===== config.mk =====
export PLATFORM = sky130hd
export DESIGN_NAME = huia_ctrl
export DESIGN_NICKNAME = d
export VERILOG_FILES = /design/src/design/huia_pkg.sv /design/src/design/huia_ctrl.sv
export SDC_FILE = /design/constraint.sdc
export NUM_CORES = 1
export LEC_CHECK = 0
export BUFFER_PORTS_ARGS = -buffer_cell sky130_fd_sc_hd__buf_2
export CORE_UTILIZATION = 35
export CTS_BUF_LIST = sky130_fd_sc_hd__clkbuf_4 sky130_fd_sc_hd__clkbuf_8 sky130_fd_sc_hd__clkbuf_16
export DETAILED_ROUTE_END_ITERATION = 10
export HOLD_SLACK_MARGIN = 0.02
export PLACE_DENSITY_LB_ADDON = 0.2
export SYNTH_ARGS = -nofsm -noshare
export SYNTH_HDL_FRONTEND = slang
export SYNTH_SLANG_ARGS = --single-unit

===== constraint.sdc =====
create_clock -name clock -period 2.9 [get_ports clock]
set_input_delay 0.58 -clock clock [delete_from_list [all_inputs] [get_ports clock]]
set_output_delay 0.58 -clock clock [all_outputs]
set_load 0.05 [all_outputs]

===== src/design/huia_pkg.sv =====
// Shared constants, codes and controller/datapath bundles for the hash
// unique index assigner. No dependencies.
package huia_pkg;

   localparam int TABLE_DEPTH_DEF = 1024;
   localparam int KEY_WIDTH_DEF   = 64;

   localparam int PORT_KEY_W = 64;
   localparam int SLOT_W     = 10;
   localparam int IDX_W      = 10;
   localparam int CNT_W      = 11;
   localparam int CFG_W      = 11;
   localparam int ACT_W      = 2;

   localparam int REQ_DATA_W = 80;
   localparam int RSP_DATA_W = 88;

   localparam logic [CFG_W-1:0] TABLE_SIZE_RST = 11'd1024;

   localparam logic [ACT_W-1:0] ACT_CLEAR  = 2'd0;
   localparam logic [ACT_W-1:0] ACT_INSERT = 2'd1;
   localparam logic [ACT_W-1:0] ACT_DUMP   = 2'd2;

   // murmur3 x86_32 constants
   localparam logic [31:0] MM_C1  = 32'hcc9e2d51;
   localparam logic [31:0] MM_C2  = 32'h1b873593;
   localparam logic [31:0] MM_M5  = 32'd5;
   localparam logic [31:0] MM_N   = 32'he6546b64;
   localparam logic [31:0] MM_F1  = 32'h85ebca6b;
   localparam logic [31:0] MM_F2  = 32'hc2b2ae35;

   // remainder unit: bits retired per cycle
   localparam int DIV_BITS  = 4;
   localparam int DIV_STEPS = 32 / DIV_BITS;
   localparam int DIV_CNT_W = $clog2(DIV_STEPS);

   typedef struct packed {
      logic accept;
      logic clr_step;
      logic hash_start;
      logic div_start;
      logic pos_load;
      logic probe_rd;
      logic probe_eval;
      logic dump_rd;
      logic dump_eval;
      logic load_rsp;
   } cmd_type;

   typedef struct packed {
      logic clr_last;
      logic hash_done;
      logic div_done;
      logic probe_empty;
      logic probe_match;
      logic probe_last;
   } status_type;

endpackage


===== src/design/huia_ctrl.sv =====
// Controller state machine: sequences clear sweeps, hash, remainder,
// probes and dumps, and owns the response valid. Depends on huia_pkg.
module huia_ctrl (
   input  logic                       clock,
   input  logic                       reset,
   input  logic                       req_tvalid,
   output logic                       req_tready,
   input  logic [huia_pkg::ACT_W-1:0] req_tuser,
   output logic                       rsp_tvalid,
   input  logic                       rsp_tready,
   output huia_pkg::cmd_type          cmd,
   input  huia_pkg::status_type       sts
);

   typedef enum logic [9:0] {
      S_INIT  = 10'b0000000001,
      S_IDLE  = 10'b0000000010,
      S_CLEAR = 10'b0000000100,
      S_HASH  = 10'b0000001000,
      S_MOD   = 10'b0000010000,
      S_PRD   = 10'b0000100000,
      S_PCMP  = 10'b0001000000,
      S_DRD   = 10'b0010000000,
      S_DEVAL = 10'b0100000000,
      S_DONE  = 10'b1000000000
   } state_type;

   state_type state_ff, state_in;
   logic      rsp_valid_ff, rsp_valid_in;
   logic      accept, out_free;

   assign req_tready = (state_ff == S_IDLE);
   assign accept     = req_tvalid && req_tready;
   assign out_free   = !rsp_valid_ff || rsp_tready;

   always_comb begin
      state_in = state_ff;
      cmd      = '0;
      case (state_ff)
         S_INIT: begin
            cmd.clr_step = 1'b1;
            if (sts.clr_last) state_in = S_IDLE;
         end
         S_IDLE: begin
            if (accept) begin
               cmd.accept = 1'b1;
               case (req_tuser)
                  huia_pkg::ACT_CLEAR: state_in = S_CLEAR;
                  huia_pkg::ACT_INSERT: begin
                     cmd.hash_start = 1'b1;
                     state_in       = S_HASH;
                  end
                  huia_pkg::ACT_DUMP: state_in = S_DRD;
                  default: state_in = S_DONE;
               endcase
            end
         end
         S_CLEAR: begin
            cmd.clr_step = 1'b1;
            if (sts.clr_last) state_in = S_DONE;
         end
         S_HASH: begin
            if (sts.hash_done) begin
               cmd.div_start = 1'b1;
               state_in      = S_MOD;
            end
         end
         S_MOD: begin
            if (sts.div_done) begin
               cmd.pos_load = 1'b1;
               state_in     = S_PRD;
            end
         end
         S_PRD: begin
            cmd.probe_rd = 1'b1;
            state_in     = S_PCMP;
         end
         S_PCMP: begin
            cmd.probe_eval = 1'b1;
            if (sts.probe_empty || sts.probe_match || sts.probe_last) state_in = S_DONE;
            else state_in = S_PRD;
         end
         S_DRD: begin
            cmd.dump_rd = 1'b1;
            state_in    = S_DEVAL;
         end
         S_DEVAL: begin
            cmd.dump_eval = 1'b1;
            state_in      = S_DONE;
         end
         S_DONE: begin
            if (out_free) begin
               cmd.load_rsp = 1'b1;
               state_in     = S_IDLE;
            end
         end
         default: state_in = S_IDLE;
      endcase
   end

   always_comb begin
      rsp_valid_in = rsp_valid_ff;
      if (cmd.load_rsp) rsp_valid_in = 1'b1;
      else if (rsp_tready) rsp_valid_in = 1'b0;
   end

   always_ff @(posedge clock) begin
      if (reset) begin
         state_ff     <= S_INIT;
         rsp_valid_ff <= 1'b0;
      end else begin
         state_ff     <= state_in;
         rsp_valid_ff <= rsp_valid_in;
      end
   end

   assign rsp_tvalid = rsp_valid_ff;

endmodule


==> flow_metrics.env <==
export IMPL_cts_buffers=3
export IMPL_timing_critical_path_buf_inv=1
export IMPL_clk_insertion_delay_late_ps=270
export IMPL_core_area_sq_um=2280
export IMPL_root_buffer="clkbuf_4"
export IMPL_synth_warnings=0
export IMPL_max_cap_violations=0
export IMPL_fin_util_pct=44.5
export IMPL_holdPathEnd="rsp_tvalid"
export IMPL_grt_util_all_layers_pct=17.5
export IMPL_syn_avg_cell_area_sq_um=8.24
export IMPL_power_leakage_nw=0.397
export IMPL_grt_pass1_vias=738
export IMPL_die_y_um=52.0
export IMPL_ys_ff_latch=11
export IMPL_synth_edf_count=0
export IMPL_fin_nets=136
export IMPL_critPathMaxStageDelay_ps=520
export IMPL_clockBufferDepth=2
export IMPL_timing_rr_end="state_ff[2]"
export IMPL_grt_max_degree=14
export IMPL_firstDrtPassIters=4
export IMPL_die_w_um=52.0
export IMPL_synthFlopType="dfxtp_1"
export IMPL_vias=859
export IMPL_wl_per_cell_um=13.7
export IMPL_cp_max_fo=8
export IMPL_grt_antenna_before_repair=0
export IMPL_hold_slack_ps=500
export IMPL_post_cts_buffers=0
export IMPL_regArea_sq_um=220
export IMPL_tns_ps=0
export IMPL_fin_cells=151
export IMPL_drc=0
export IMPL_hp_class="reg -> reg"
export IMPL_setup_viol=0
export IMPL_hold_viol_final=0
export IMPL_ioPinCount=24
export IMPL_antenna_left=0
export IMPL_skew_ps=5.90
export IMPL_r2r_slack_ps=750
export IMPL_place_congestion=0.714
export IMPL_r2r_cells=5
export IMPL_cts_tree="done"
export IMPL_rsz0062_at_grt="false"
export IMPL_min_from="rsp_tvalid"
export IMPL_period_share_pct=92.0
export IMPL_design_area_sq_um=1010
export IMPL_post_dp_hpwl_um=1540
export IMPL_routed_wl_um=2070
export IMPL_start_util_pct=38.4
export IMPL_yosysTopAreaCellShare_pct=25.2
export IMPL_row_count=17
export IMPL_port_buffers=23
export IMPL_cp_start_kind="flop"
export IMPL_status="completed"
export IMPL_syn_nets=118
export IMPL_die_area_sq_um=2700
export IMPL_slowest_stage="or4_1"
export IMPL_final_layout_size_suffix_gt1_share_pct=30.1
export IMPL_num_fill_cells=236
export IMPL_syn_area_sq_um=873
export IMPL_ir_worst_vdd_mv=0.257
export IMPL_tightest_slew_ps=500
export IMPL_vias_per_cell=5.69
export IMPL_netlist_instances=106
export IMPL_powerDensity_nw_per_um2=393
export IMPL_synth_cell_types=43
export IMPL_overflow=0
export IMPL_clock_sinks=11
export IMPL_n_antenna_cell=0
export IMPL_area_delta_synth_final_pct=15.9
export IMPL_crit_type="reg -> out"
export IMPL_hold_buffers=0
export IMPL_yosysTopAreaCell="dfxtp_1"
export IMPL_yosysMostFrequentCell="dfxtp_1"
export IMPL_ys_top_cells_by_area="dfxtp_1, nor4_1, nor4b_1"
export IMPL_reg2reg_from="state_ff[2]"
export IMPL_path_delay_family="simple AND/OR/NAND/NOR gates"
export IMPL_min_delay_path_depth=2
export IMPL_h_tree_depth=1
export IMPL_place_area_sq_um=973
export IMPL_drt_initial_drc_count=15
export IMPL_grt_pass1_wl_um=3440
export IMPL_required_ps=2320
export IMPL_cp_cell_sequence="nor4_4, nand2b_1, or4_1, nor2b_1, buf_2"
export IMPL_fin_crit_ps=2670
export IMPL_arrival_ps=2090
export IMPL_synthArstFlopShare_pct=0
export IMPL_max_freq_ghz=0.375
export IMPL_yosysSeqAreaShare_pct=25.2
export IMPL_relSlewSlack_pct=66.4
export IMPL_cts_resized=0
export IMPL_place_inst=147
export IMPL_multi_input_area_sq_um=597
export IMPL_synth_common_cells="dfxtp_1, nor4_1, nor3_1"
export IMPL_drv_slew=0
export IMPL_endpoint_kind="primary output"
export IMPL_clk_pin_slew_ps=80
-- cell usage in the layout (no fill, tap or decap), types with 2 or more instances in the layout --
cell type and instances:
xnor2_1 3, nor3b_1 3, nor4b_1 5, nor3_4 2, o21ai_0 3, nand2_1 4, nor4_2 2, or2_1 2
or4_1 3, nor2b_1 3, nand2b_1 6, clkbuf_4 4, nor4_1 8, nor2_1 5, nand3b_1 2, inv_1 2
buf_2 23, dfxtp_1 11, nor3_1 7, a21oi_1 2
-- per-stage QoR --
step / setup WS, ps / total power [mW]
after floorplan: 33.9 / 0.265
final: 232 / 0.398
after global placement: 494 / 0.285
after detailed placement: 443 / 0.285
after global routing: 71.0 / 0.422
after CTS: 139 / 0.401
-- registers in the layout, summed over array words and instances, names as in the netlist --
signal / count
state_ff: 10
rsp_tvalid: 1
-- report_power, final --
part           internal (mW)  switching, mW  total [mW]
Sequential             0.157         0.0153       0.172
Clock                 0.0626         0.0530       0.116
Combinational         0.0414         0.0690       0.110
-- worst max path at each step --
stage | depth (start not counted) | startpoint | to | slack, ps
floorplan | 4 | state_ff[8] | cmd[2] | 30
global route | 5 | state_ff[5] | cmd[0] | 70
detailed placement | 5 | state_ff[5] | cmd[0] | 440
finish | 5 | state_ff[6] | cmd[0] | 230
global placement | 5 | state_ff[5] | cmd[0] | 490
CTS | 5 | state_ff[5] | cmd[0] | 140
-- kinds of logic after synthesis --
logic type	after synthesis	synth area share (%)
XOR/XNOR	4	4.01
buffers and inverters	13	9.03
flip-flops	11	25.2
AO/OA/AOI/OAI	14	11.0
multiplexers	2	2.58
AND/OR/NAND/NOR	62	48.1
-- routing by layer --
metal,share of wire (%),vias to the layer above,routed length [um],GRT usage [%]
met2,49,30,1020,28.6
met1,44,399,911,22.7
li1,-,426,-,-
met4,0.68,0,14,8.11
met3,5.9,4,123,1.75
met5,0,-,0,0
-- layout make-up --
| class | instances | area share, % |
|---|---|---|
| multi-input combinational | 82 | 59.0 |
| sequential | 11 | 21.8 |
| timing repair buffer | 24 | 12.1 |
| tap | 28 | 3.46 |
| clock buffer | 4 | 2.97 |
| inverter | 2 | 0.742 |
-- tightest hold or removal path: cells and delay by family, from the launching register on --
kind / cells / cell delay (ps)
AO/OA/AOI/OAI: 1 / 60
flip-flops: 1 / 320
AND/OR/NAND/NOR: 1 / 80
Note: power is estimated with default switching activity, not from simulation.
